## src/sv/bbct_pkg.sv

```systemverilog
// bbct_pkg: shared types and codes for the block buffer cache tag manager.
// Holds action, command, result and status definitions used by the top, front and back modules.
// No dependencies.
`timescale 1ns / 1ps
`default_nettype none

package bbct_pkg;

	localparam int unsigned ACT_W  = 2;
	localparam int unsigned DEV_W  = 8;
	localparam int unsigned BLK_W  = 32;
	localparam int unsigned SLOT_W = 5;
	localparam int unsigned REF_W  = 8;
	localparam int unsigned STAT_W = 2;

	localparam logic [REF_W-1:0] REF_MAX = '1;

	localparam logic [ACT_W-1:0] ACT_READ    = 2'd0;
	localparam logic [ACT_W-1:0] ACT_RELEASE = 2'd1;
	localparam logic [ACT_W-1:0] ACT_PIN     = 2'd2;
	localparam logic [ACT_W-1:0] ACT_NONE    = 2'd3;

	localparam logic [STAT_W-1:0] ST_OK     = 2'd0;
	localparam logic [STAT_W-1:0] ST_NOSLOT = 2'd1;
	localparam logic [STAT_W-1:0] ST_COUNT  = 2'd2;

	typedef enum logic [2:0] {
		OP_READ,
		OP_RELEASE,
		OP_PIN,
		OP_NOSLOT,
		OP_NOP
	} op_t;

	typedef struct packed {
		op_t                op;
		logic [DEV_W-1:0]   device;
		logic [BLK_W-1:0]   block_number;
		logic [SLOT_W-1:0]  slot;
	} cmd_t;

	typedef struct packed {
		logic [SLOT_W-1:0]  slot_out;
		logic               hit;
		logic               needs_disk_read;
		logic [REF_W-1:0]   ref_count;
		logic [STAT_W-1:0]  status;
	} res_t;

endpackage

`default_nettype wire

```

## src/sv/block_buffer_cache_tags.sv

```systemverilog
// block_buffer_cache_tags: tag and reference-count manager for disk buffer slots.
// Request side: push/full; an action, device, block number and slot transfer
// when push is high and full is low. Result side: empty/pop; the oldest result
// is on slot_out, hit, needs_disk_read, ref_count and status while empty is low
// and transfers when pop is high. Every request yields exactly one result.
// A front stage registers and classifies each request into a two-entry command
// queue; the back sequencer runs one command at a time (take, compare all
// slot tags in parallel, pick the matching or lowest free slot for a read or the
// given slot otherwise, update counts) and writes the result into a two-entry
// result queue. It takes a new command only after the last result is written.
// When the result side stalls, the back holds its finished result until the
// result queue has room; the command queue and front stage keep taking
// requests until they fill, then full rises.
// Reset clears all used bits, valid bits and counts at once, with no clearing pass; tag values are not reset.
// Depends on bbct_pkg, bbct_front, bbct_fifo and bbct_back.
`timescale 1ns / 1ps
`default_nettype none

module block_buffer_cache_tags #(
	parameter int unsigned NUM_SLOTS = 32
) (
	input  wire logic                         clk,
	input  wire logic                         arst_n,
	input  wire logic                         push,
	output logic                              full,
	input  wire logic [bbct_pkg::ACT_W-1:0]   action,
	input  wire logic [bbct_pkg::DEV_W-1:0]   device,
	input  wire logic [bbct_pkg::BLK_W-1:0]   block_number,
	input  wire logic [bbct_pkg::SLOT_W-1:0]  slot,
	output logic                              empty,
	input  wire logic                         pop,
	output logic [bbct_pkg::SLOT_W-1:0]       slot_out,
	output logic                              hit,
	output logic                              needs_disk_read,
	output logic [bbct_pkg::REF_W-1:0]        ref_count,
	output logic [bbct_pkg::STAT_W-1:0]       status
);

	localparam int unsigned CMD_W = $bits(bbct_pkg::cmd_t);
	localparam int unsigned RES_W = $bits(bbct_pkg::res_t);

	logic           cmd_push;
	logic           cmd_full;
	logic           cmd_empty;
	logic           cmd_pop;
	bbct_pkg::cmd_t cmd_front;
	bbct_pkg::cmd_t cmd_back;
	logic           res_push;
	logic           res_full;
	bbct_pkg::res_t res_back;
	bbct_pkg::res_t res_head;

	bbct_front #(
		.NUM_SLOTS (NUM_SLOTS)
	) u_front (
		.clk          (clk),
		.arst_n       (arst_n),
		.push         (push),
		.full         (full),
		.action       (action),
		.device       (device),
		.block_number (block_number),
		.slot         (slot),
		.cmd_push     (cmd_push),
		.cmd          (cmd_front),
		.cmd_full     (cmd_full)
	);

	bbct_fifo #(
		.WIDTH (CMD_W),
		.DEPTH (2)
	) u_cmd_q (
		.clk    (clk),
		.arst_n (arst_n),
		.push   (cmd_push),
		.wdata  (cmd_front),
		.full   (cmd_full),
		.pop    (cmd_pop),
		.rdata  (cmd_back),
		.empty  (cmd_empty)
	);

	bbct_back #(
		.NUM_SLOTS (NUM_SLOTS)
	) u_back (
		.clk       (clk),
		.arst_n    (arst_n),
		.cmd_in    (cmd_back),
		.cmd_empty (cmd_empty),
		.cmd_pop   (cmd_pop),
		.res_push  (res_push),
		.res       (res_back),
		.res_full  (res_full)
	);

	bbct_fifo #(
		.WIDTH (RES_W),
		.DEPTH (2)
	) u_res_q (
		.clk    (clk),
		.arst_n (arst_n),
		.push   (res_push),
		.wdata  (res_back),
		.full   (res_full),
		.pop    (pop),
		.rdata  (res_head),
		.empty  (empty)
	);

	assign slot_out        = res_head.slot_out;
	assign hit             = res_head.hit;
	assign needs_disk_read = res_head.needs_disk_read;
	assign ref_count       = res_head.ref_count;
	assign status          = res_head.status;

endmodule

`default_nettype wire

```

## src/sv/bbct_fifo.sv

```systemverilog
// bbct_fifo: small synchronous queue with push/full and pop/empty sides.
// Generic width and depth (pointers wrap at DEPTH-1); no package dependency.
`timescale 1ns / 1ps
`default_nettype none

module bbct_fifo #(
	parameter int unsigned WIDTH = 8,
	parameter int unsigned DEPTH = 2
) (
	input  wire logic             clk,
	input  wire logic             arst_n,
	input  wire logic             push,
	input  wire logic [WIDTH-1:0] wdata,
	output logic                  full,
	input  wire logic             pop,
	output logic [WIDTH-1:0]      rdata,
	output logic                  empty
);

	localparam int unsigned PTR_W = (DEPTH > 1) ? $clog2(DEPTH) : 1;
	localparam int unsigned CNT_W = $clog2(DEPTH + 1);

	logic [WIDTH-1:0] mem_q [DEPTH];
	logic [PTR_W-1:0] wr_ptr_q;
	logic [PTR_W-1:0] rd_ptr_q;
	logic [CNT_W-1:0] count_q;
	logic             do_push;
	logic             do_pop;

	assign full    = (count_q == CNT_W'(DEPTH));
	assign empty   = (count_q == '0);
	assign do_push = push && !full;
	assign do_pop  = pop && !empty;
	assign rdata   = mem_q[rd_ptr_q];

	always_ff @(posedge clk or negedge arst_n) begin
		if (!arst_n) begin
			wr_ptr_q <= '0;
			rd_ptr_q <= '0;
			count_q  <= '0;
		end else begin
			if (do_push) begin
				wr_ptr_q <= (wr_ptr_q == PTR_W'(DEPTH - 1)) ? '0 : wr_ptr_q + 1'b1;
			end
			if (do_pop) begin
				rd_ptr_q <= (rd_ptr_q == PTR_W'(DEPTH - 1)) ? '0 : rd_ptr_q + 1'b1;
			end
			if (do_push && !do_pop) begin
				count_q <= count_q + 1'b1;
			end else if (do_pop && !do_push) begin
				count_q <= count_q - 1'b1;
			end
		end
	end

	always_ff @(posedge clk) begin
		if (do_push) begin
			mem_q[wr_ptr_q] <= wdata;
		end
	end

	a_count_bound: assert property (@(posedge clk) disable iff (!arst_n)
		count_q <= CNT_W'(DEPTH))
		else $error("queue count beyond depth");

endmodule

`default_nettype wire

```

## src/sv/bbct_front.sv

```systemverilog
// bbct_front: accepts request transfers, classifies them into commands.
// Depends on bbct_pkg; feeds the command queue.
`timescale 1ns / 1ps
`default_nettype none

module bbct_front #(
	parameter int unsigned NUM_SLOTS = 32
) (
	input  wire logic                        clk,
	input  wire logic                        arst_n,
	input  wire logic                        push,
	output logic                             full,
	input  wire logic [bbct_pkg::ACT_W-1:0]  action,
	input  wire logic [bbct_pkg::DEV_W-1:0]  device,
	input  wire logic [bbct_pkg::BLK_W-1:0]  block_number,
	input  wire logic [bbct_pkg::SLOT_W-1:0] slot,
	output logic                             cmd_push,
	output bbct_pkg::cmd_t                   cmd,
	input  wire logic                        cmd_full
);

	logic           valid_s1;
	bbct_pkg::cmd_t cmd_s1;
	bbct_pkg::cmd_t cmd_next;
	logic           accept;
	logic           slot_bad;

	assign full     = valid_s1 && cmd_full;
	assign accept   = push && !full;
	assign cmd_push = valid_s1 && !cmd_full;
	assign cmd      = cmd_s1;
	assign slot_bad = (32'(slot) >= 32'(NUM_SLOTS));

	always_comb begin
		cmd_next.device       = device;
		cmd_next.block_number = block_number;
		cmd_next.slot         = slot;
		unique case (action)
			bbct_pkg::ACT_READ: begin
				cmd_next.op = bbct_pkg::OP_READ;
			end
			bbct_pkg::ACT_RELEASE: begin
				cmd_next.op = slot_bad ? bbct_pkg::OP_NOSLOT : bbct_pkg::OP_RELEASE;
			end
			bbct_pkg::ACT_PIN: begin
				cmd_next.op = slot_bad ? bbct_pkg::OP_NOSLOT : bbct_pkg::OP_PIN;
			end
			default: begin
				cmd_next.op = bbct_pkg::OP_NOP;
			end
		endcase
	end

	always_ff @(posedge clk or negedge arst_n) begin
		if (!arst_n) begin
			valid_s1 <= 1'b0;
		end else begin
			valid_s1 <= accept || (valid_s1 && cmd_full);
		end
	end

	always_ff @(posedge clk) begin
		if (accept) begin
			cmd_s1 <= cmd_next;
		end
	end

endmodule

`default_nettype wire

```

## src/sv/bbct_back.sv

```systemverilog
// bbct_back: slot tag store, reference counts and the four-step sequencer
// that executes one command at a time. Depends on bbct_pkg.
`timescale 1ns / 1ps
`default_nettype none

module bbct_back #(
	parameter int unsigned NUM_SLOTS = 32
) (
	input  wire logic           clk,
	input  wire logic           arst_n,
	input  wire bbct_pkg::cmd_t cmd_in,
	input  wire logic           cmd_empty,
	output logic                cmd_pop,
	output logic                res_push,
	output bbct_pkg::res_t      res,
	input  wire logic           res_full
);

	localparam int unsigned IDX_W = $clog2(NUM_SLOTS);

	typedef enum logic [3:0] {
		S_IDLE   = 4'b0001,
		S_MATCH  = 4'b0010,
		S_PICK   = 4'b0100,
		S_UPDATE = 4'b1000
	} bstate_t;

	bstate_t                          state_q;
	bbct_pkg::cmd_t                   cmd_q;

	logic [NUM_SLOTS-1:0]             used_q;
	logic [NUM_SLOTS-1:0]             dv_q;
	logic [bbct_pkg::DEV_W-1:0]       dev_q [NUM_SLOTS];
	logic [bbct_pkg::BLK_W-1:0]       blk_q [NUM_SLOTS];
	logic [bbct_pkg::REF_W-1:0]       refs_q [NUM_SLOTS];

	logic [NUM_SLOTS-1:0]             hit_vec;
	logic [NUM_SLOTS-1:0]             free_vec;
	logic [NUM_SLOTS-1:0]             hit_vec_q;
	logic [NUM_SLOTS-1:0]             free_vec_q;

	logic                             hit_any;
	logic                             free_any;
	logic [IDX_W-1:0]                 hit_idx;
	logic [IDX_W-1:0]                 free_idx;

	logic                             hit_q;
	logic                             found_q;
	logic [IDX_W-1:0]                 sel_idx_q;

	logic [bbct_pkg::REF_W-1:0]       cur_refs;
	logic                             cur_dv;
	logic [bbct_pkg::REF_W-1:0]       new_refs;
	logic                             wr_refs;
	logic                             wr_tag;
	logic                             set_dv;
	logic                             do_update;
	logic [bbct_pkg::SLOT_W-1:0]      sel_slot;

	assign cmd_pop   = (state_q == S_IDLE) && !cmd_empty;
	assign do_update = (state_q == S_UPDATE) && !res_full;
	assign res_push  = do_update;
	assign cur_refs  = refs_q[sel_idx_q];
	assign cur_dv    = dv_q[sel_idx_q];
	assign sel_slot  = bbct_pkg::SLOT_W'(32'(sel_idx_q));

	always_comb begin
		for (int i = 0; i < NUM_SLOTS; i++) begin
			hit_vec[i]  = used_q[i] && (dev_q[i] == cmd_q.device)
				&& (blk_q[i] == cmd_q.block_number);
			free_vec[i] = (refs_q[i] == '0);
		end
	end

	always_comb begin
		hit_any  = 1'b0;
		free_any = 1'b0;
		hit_idx  = '0;
		free_idx = '0;
		for (int i = NUM_SLOTS - 1; i >= 0; i--) begin
			if (hit_vec_q[i]) begin
				hit_any = 1'b1;
				hit_idx = IDX_W'(i);
			end
			if (free_vec_q[i]) begin
				free_any = 1'b1;
				free_idx = IDX_W'(i);
			end
		end
	end

	always_comb begin
		res          = '0;
		new_refs     = cur_refs;
		wr_refs      = 1'b0;
		wr_tag       = 1'b0;
		set_dv       = 1'b0;
		res.slot_out = cmd_q.slot;
		unique case (cmd_q.op)
			bbct_pkg::OP_READ: begin
				res.slot_out = '0;
				if (hit_q) begin
					res.slot_out        = sel_slot;
					res.hit             = 1'b1;
					res.needs_disk_read = !cur_dv;
					set_dv              = 1'b1;
					if (cur_refs == bbct_pkg::REF_MAX) begin
						res.status = bbct_pkg::ST_COUNT;
					end else begin
						new_refs = cur_refs + 1'b1;
						wr_refs  = 1'b1;
					end
					res.ref_count = new_refs;
				end else if (found_q) begin
					res.slot_out        = sel_slot;
					res.needs_disk_read = 1'b1;
					new_refs            = bbct_pkg::REF_W'(1);
					wr_refs             = 1'b1;
					wr_tag              = 1'b1;
					set_dv              = 1'b1;
					res.ref_count       = new_refs;
				end else begin
					res.status = bbct_pkg::ST_NOSLOT;
				end
			end
			bbct_pkg::OP_RELEASE: begin
				if (cur_refs == '0) begin
					res.status = bbct_pkg::ST_COUNT;
				end else begin
					new_refs = cur_refs - 1'b1;
					wr_refs  = 1'b1;
				end
				res.ref_count = new_refs;
			end
			bbct_pkg::OP_PIN: begin
				if (cur_refs == bbct_pkg::REF_MAX) begin
					res.status = bbct_pkg::ST_COUNT;
				end else begin
					new_refs = cur_refs + 1'b1;
					wr_refs  = 1'b1;
				end
				res.ref_count = new_refs;
			end
			bbct_pkg::OP_NOSLOT: begin
				res.status = bbct_pkg::ST_NOSLOT;
			end
			default: begin
				res.status = bbct_pkg::ST_OK;
			end
		endcase
	end

	always_ff @(posedge clk or negedge arst_n) begin
		if (!arst_n) begin
			state_q <= S_IDLE;
		end else begin
			unique case (state_q)
				S_IDLE: begin
					if (!cmd_empty) begin
						state_q <= S_MATCH;
					end
				end
				S_MATCH: begin
					state_q <= S_PICK;
				end
				S_PICK: begin
					state_q <= S_UPDATE;
				end
				S_UPDATE: begin
					if (!res_full) begin
						state_q <= S_IDLE;
					end
				end
				default: begin
					state_q <= S_IDLE;
				end
			endcase
		end
	end

	always_ff @(posedge clk) begin
		if (cmd_pop) begin
			cmd_q <= cmd_in;
		end
		if (state_q == S_MATCH) begin
			hit_vec_q  <= hit_vec;
			free_vec_q <= free_vec;
		end
		if (state_q == S_PICK) begin
			hit_q   <= hit_any;
			found_q <= free_any;
			if (cmd_q.op == bbct_pkg::OP_READ) begin
				sel_idx_q <= hit_any ? hit_idx : free_idx;
			end else begin
				sel_idx_q <= IDX_W'(cmd_q.slot);
			end
		end
		if (do_update && wr_tag) begin
			dev_q[sel_idx_q] <= cmd_q.device;
			blk_q[sel_idx_q] <= cmd_q.block_number;
		end
	end

	always_ff @(posedge clk or negedge arst_n) begin
		if (!arst_n) begin
			used_q <= '0;
			dv_q   <= '0;
			for (int i = 0; i < NUM_SLOTS; i++) begin
				refs_q[i] <= '0;
			end
		end else if (do_update) begin
			if (wr_tag) begin
				used_q[sel_idx_q] <= 1'b1;
			end
			if (set_dv) begin
				dv_q[sel_idx_q] <= 1'b1;
			end
			if (wr_refs) begin
				refs_q[sel_idx_q] <= new_refs;
			end
		end
	end

	a_tag_unique: assert property (@(posedge clk) disable iff (!arst_n)
		(state_q == S_PICK) |-> $onehot0(hit_vec_q))
		else $error("tag present in more than one slot");

	a_alloc_count: assert property (@(posedge clk) disable iff (!arst_n)
		(do_update && wr_tag) |=> (refs_q[$past(sel_idx_q)] == bbct_pkg::REF_W'(1)))
		else $error("allocated slot count is not one");

	a_read_ok_refs: assert property (@(posedge clk) disable iff (!arst_n)
		(do_update && (cmd_q.op == bbct_pkg::OP_READ) && (res.status != bbct_pkg::ST_NOSLOT))
		|-> (res.ref_count != '0))
		else $error("granted read with zero count");

	a_pop_to_match: assert property (@(posedge clk) disable iff (!arst_n)
		cmd_pop |=> (state_q == S_MATCH))
		else $error("command popped without starting match");

endmodule

`default_nettype wire
```

## config.mk

```make
export PLATFORM = sky130hd
export DESIGN_NAME = block_buffer_cache_tags
export DESIGN_NICKNAME = d
export VERILOG_FILES = /design/src/sv/bbct_pkg.sv /design/src/sv/block_buffer_cache_tags.sv /design/src/sv/bbct_fifo.sv /design/src/sv/bbct_front.sv /design/src/sv/bbct_back.sv
export SDC_FILE = /design/constraint.sdc
export NUM_CORES = 2
export LEC_CHECK = 0
export ABC_CLOCK_PERIOD_IN_PS = 7850
export BUFFER_PORTS_ARGS = -buffer_cell sky130_fd_sc_hd__buf_2
export CORE_MARGIN = 8
export CORE_UTILIZATION = 57
export CTS_CLUSTER_SIZE = 16
export DETAILED_ROUTE_END_ITERATION = 8
export GPL_TIMING_DRIVEN = 0
export MAX_ROUTING_LAYER = met4
export PLACE_DENSITY = 0.76
export SLEW_MARGIN = 20
export SYNTH_ARGS = -nofsm -noshare
export SYNTH_HDL_FRONTEND = slang
export SYNTH_HIERARCHICAL = 1
export SYNTH_SLANG_ARGS = --single-unit
```

## constraint.sdc

```tcl
create_clock -name clk -period 7.85 [get_ports clk]
set_input_delay 1.57 -clock clk [delete_from_list [all_inputs] [get_ports clk]]
set_output_delay 1.57 -clock clk [all_outputs]
set_load 0.01 [all_outputs]
```

==> impl_metrics.ini <==
[floorplan]
die_w_um = 392
dieArea_mm2 = 0.154
rows = 138
coreArea_mm2 = 0.141
io_pins = 70
initial_core_util = 0.572
die_h_um = 392

[placement]
place_inst = 7582
portBuffers = 69
dp_slack_ns = 2.44
gp_congestion = 1.00
dp_hpwl_um = 197000

[pwr]
internal-power_w = 0.0213
p_leak_nw = 33.3
pwr-share-comb = 0.353
swShare = 0.378
max-vdd-ir-drop_uv = 310
power.total_w = 0.0343
p_sw_w = 0.0129
p_per_area_mw_per_mm2 = 367
power.share.clock = 0.262
seq_power_share = 0.385

[logic_synthesis]
synth_area_leader_cell = edfxtp_1
syn_inst = 5374
synth_cell_types = 88
synth_top_family_by_area = XOR/XNOR gates
ys_async_sr_fraction = 0.174
synth_xor_area_frac = 0.138
synth-simple-area-share = 0.0772
synth_ff_type = edfxtp_1
synth_adder_area_share = 0.000621
synth-edff-count = 1577
ys_seq_area_frac = 0.691
yosysTopAreaCellShare = 0.588
ys_ff_latch = 1910
avgSynthCellArea_um2 = 15.0
syn_area_mm2 = 0.0806
syn_nets = 5429
synth_mux_area_frac = 0.0332
synth_compound_area_frac = 0.0396
yosys-top-cells-area = edfxtp_1 59%, dfrtp_1 10%, xor2_1 7.3%
yosysWarnings = 6

[final_layout]
multi_input_area_mm2 = 0.0235
nFillCells = 9507
area_growth_pct = 16.0
final_util = 0.663
drive_gt1_frac = 0.168
register_area_mm2 = 0.0557
final_cells = 7946
final_net_count = 5937

[status]
status = completed

[detailed_routing]
vias = 52200
final_antenna_net_count = 0
wire_per_inst_um = 35.3
drt-total-wl_um = 280000
drt_iter0_drc = 8186
dr.pass1.iters = 6
routed_via_density = 6.57
drc = 0

[setup_path]
timing.rr.end = u_back/refs_q[155]
cp.required_ns = 8.49
critPathKind = reg -> reg
critPathMaxFanout = 10
setup.worst_path.start_class = flop
crit_path_end_kind = flop
r2r-start = u_back/sel_idx_q[1]
rr_worst_depth = 17
cp_data_arrival_time_ns = 6.26
rrSetupSlack_ns = 2.23

[global_routing]
grt_usage = 0.369
grt_max_degree = 97
antenna_found_initial = 18
grt_pass1_vias = 50900
grt_pass1_wl_um = 384000
grt-ovfl-total = 0

[min_path]
hold-path-endpoint = u_cmd_q/mem_q[0][29]
hp-start = u_front/cmd[29]
min_path_cells = 0
min_path_type = reg -> reg

[timing]
fin_skew_ns = 0.0647
hold_slack_ns = 0.444
rsz0062_at_grt = no
setup_viol = 0
slew_violations = 0
worst_slack_ns = 2.23
post-route-period-util = 0.716
max_slew_margin = 0.140
worst_pin_slew_ns = 1.29
finalHoldViolations = 0
fmax_mhz = 178
period_needed_ns = 5.62

[clocking]
cts_hold_buf = 0
cts.path.max_buffers = 3
clockRootBuffer = clkbuf_16
clkTransAtPathRegs_ns = 0.06
insertion_delay_ns = 0.82
cts_tree = yes
cts_resized = 0
cts-buffers-inserted = 188
cts_sinks = 1910
cts_setup_buffers = 0
htreeDepth = 4

[flow_run]
maxCapViolCount = 0
## cell type report
cell class	count	area share
diodes	15	0.000402
plain buffers	298	0.0166
multi-input cells	3120	0.252
clock inverters	83	0.0109
well taps	1890	0.0253
repair buffers	318	0.0420
clock buffers	266	0.0552
flip-flops and latches	1910	0.596
inverters	46	0.00185
## registers in the layout (all words and copies together) (netlist names), 2 cells and up
signal             cells
u_back/dv_q           32
u_back/state_q         4
u_res_q/count_q        2
u_back/refs_q        256
u_back/free_vec_q     32
u_back/sel_idx_q       5
u_cmd_q/mem_q         96
u_back/blk_q        1024
u_back/hit_vec_q      32
u_back/dev_q         256
u_cmd_q/count_q        2
u_front/cmd           48
u_back/used_q         32
u_back/cmd_q          48
u_res_q/mem_q         34
## placed cells by master (no fill, tap or decap), drive strengths merged, types with 32 or more instances in the layout
cell type,Yosys,layout
edfxtp,1577,1577
xor2,675,675
xnor2,598,598
buf,189,504
clkbuf,109,378
dfrtp,332,332
nor2,243,243
nor4,233,233
nand4,157,157
nand2,152,152
a21oi,150,150
mux2i,131,131
mux2,99,99
or4,93,93
o22ai,72,72
nand3,68,68
clkinv,0,63
o21ai,60,60
inv,46,51
nor3,46,46
o31ai,43,43
or2,35,35
nand2b,34,34
a21o,32,32
## critical path: stages, from the launching register on
cell and delay (ns):
edfxtp_1 0.35, buf_6 0.24, buf_4 0.38, buf_4 0.39, mux2i_1 0.44, o22ai_1 0.12
nor4_1 0.36, nand2_1 0.42, inv_1 0.29, ha_1 0.21, inv_1 0.09, nor3_2 0.27
a31o_2 0.36, buf_6 0.22, o22ai_1 0.13, nor2_1 0.56, buf_2 0.43, o31ai_1 0.13
## Yosys cell counts (12+ instances only)
library cell,n
buf_4,17
xnor2_1,598
o22ai_1,70
nand2b_1,34
mux2_4,19
nand4_1,154
buf_2,69
a22o_1,30
mux2i_1,131
o31ai_1,43
a21o_1,32
nor2_1,243
buf_1,85
dfrtp_1,332
or4_1,93
o21ai_1,37
buf_6,16
or2_2,34
and3_1,12
a21oi_1,150
xor2_1,675
inv_1,46
nor4_1,226
edfxtp_1,1577
nor3_1,45
nand3_1,68
mux2_2,80
a31oi_1,25
clkbuf_1,108
o21ai_0,22
nand2_1,148
## power groups by stage
stage	Clock [W]	Combinational, W	Sequential (W)
4_1_cts	0.00902	0.0116	0.0132
5_1_grt	0.00940	0.0120	0.0132
6_report	0.00898	0.0121	0.0132
3_5_place_dp	0	0.0115	0.0134
2_1_floorplan	0	0.00488	0.0135
3_3_place_gp	0	0.00793	0.0154
## cell families (layout without fill, tap and decap cells)
logic type      count (synthesis)  after routing
xor+xnor                     1273           1273
mux                           238            238
other cells                     0             15
simple gates                 1121           1121
fa+ha+maj                       4              4
flops                        1910           1910
compound gates                484            484
buf+inv                       344           1011
## layer usage
metal / vias to the layer above / GRT usage / part of all wire
met5: - / - / 0
met4: 0 / 0.280 / 0.10
met3: 1315 / 0.0831 / 0.12
met2: 4259 / 0.566 / 0.45
met1: 25800 / 0.426 / 0.32
li1: 20900 / - / -
## stage by stage
| step | TNS [ns] | instance area [um^2] |
|---|---|---|
| 2_1_floorplan | 0 | 80600 |
| 3_3_place_gp | -1522.92 | 83300 |
| 3_5_place_dp | 0 | 87200 |
| 4_1_cts | 0 | 93400 |
| 5_1_grt | 0 | 93400 |
| 6_report | 0 | 93400 |
## worst max-delay path by stage
stage	from	endpoint	slack (ns)	cells after the start
after CTS	u_back/sel_idx_q[1]	u_back/refs_q[155]	2.40	17
after floorplan	u_back/state_q[1]	u_back/free_vec_q[0]	0.11	1
after detailed placement	u_back/cmd_q[34]	u_back/hit_vec_q[14]	2.44	10
after global routing	u_back/sel_idx_q[1]	u_back/refs_q[107]	2.22	17
after global placement	u_back/state_q[1]	u_back/free_vec_q[30]	-4.86	1
final	u_back/sel_idx_q[1]	u_back/refs_q[155]	2.23	17
(Power assumes the default switching activity.)
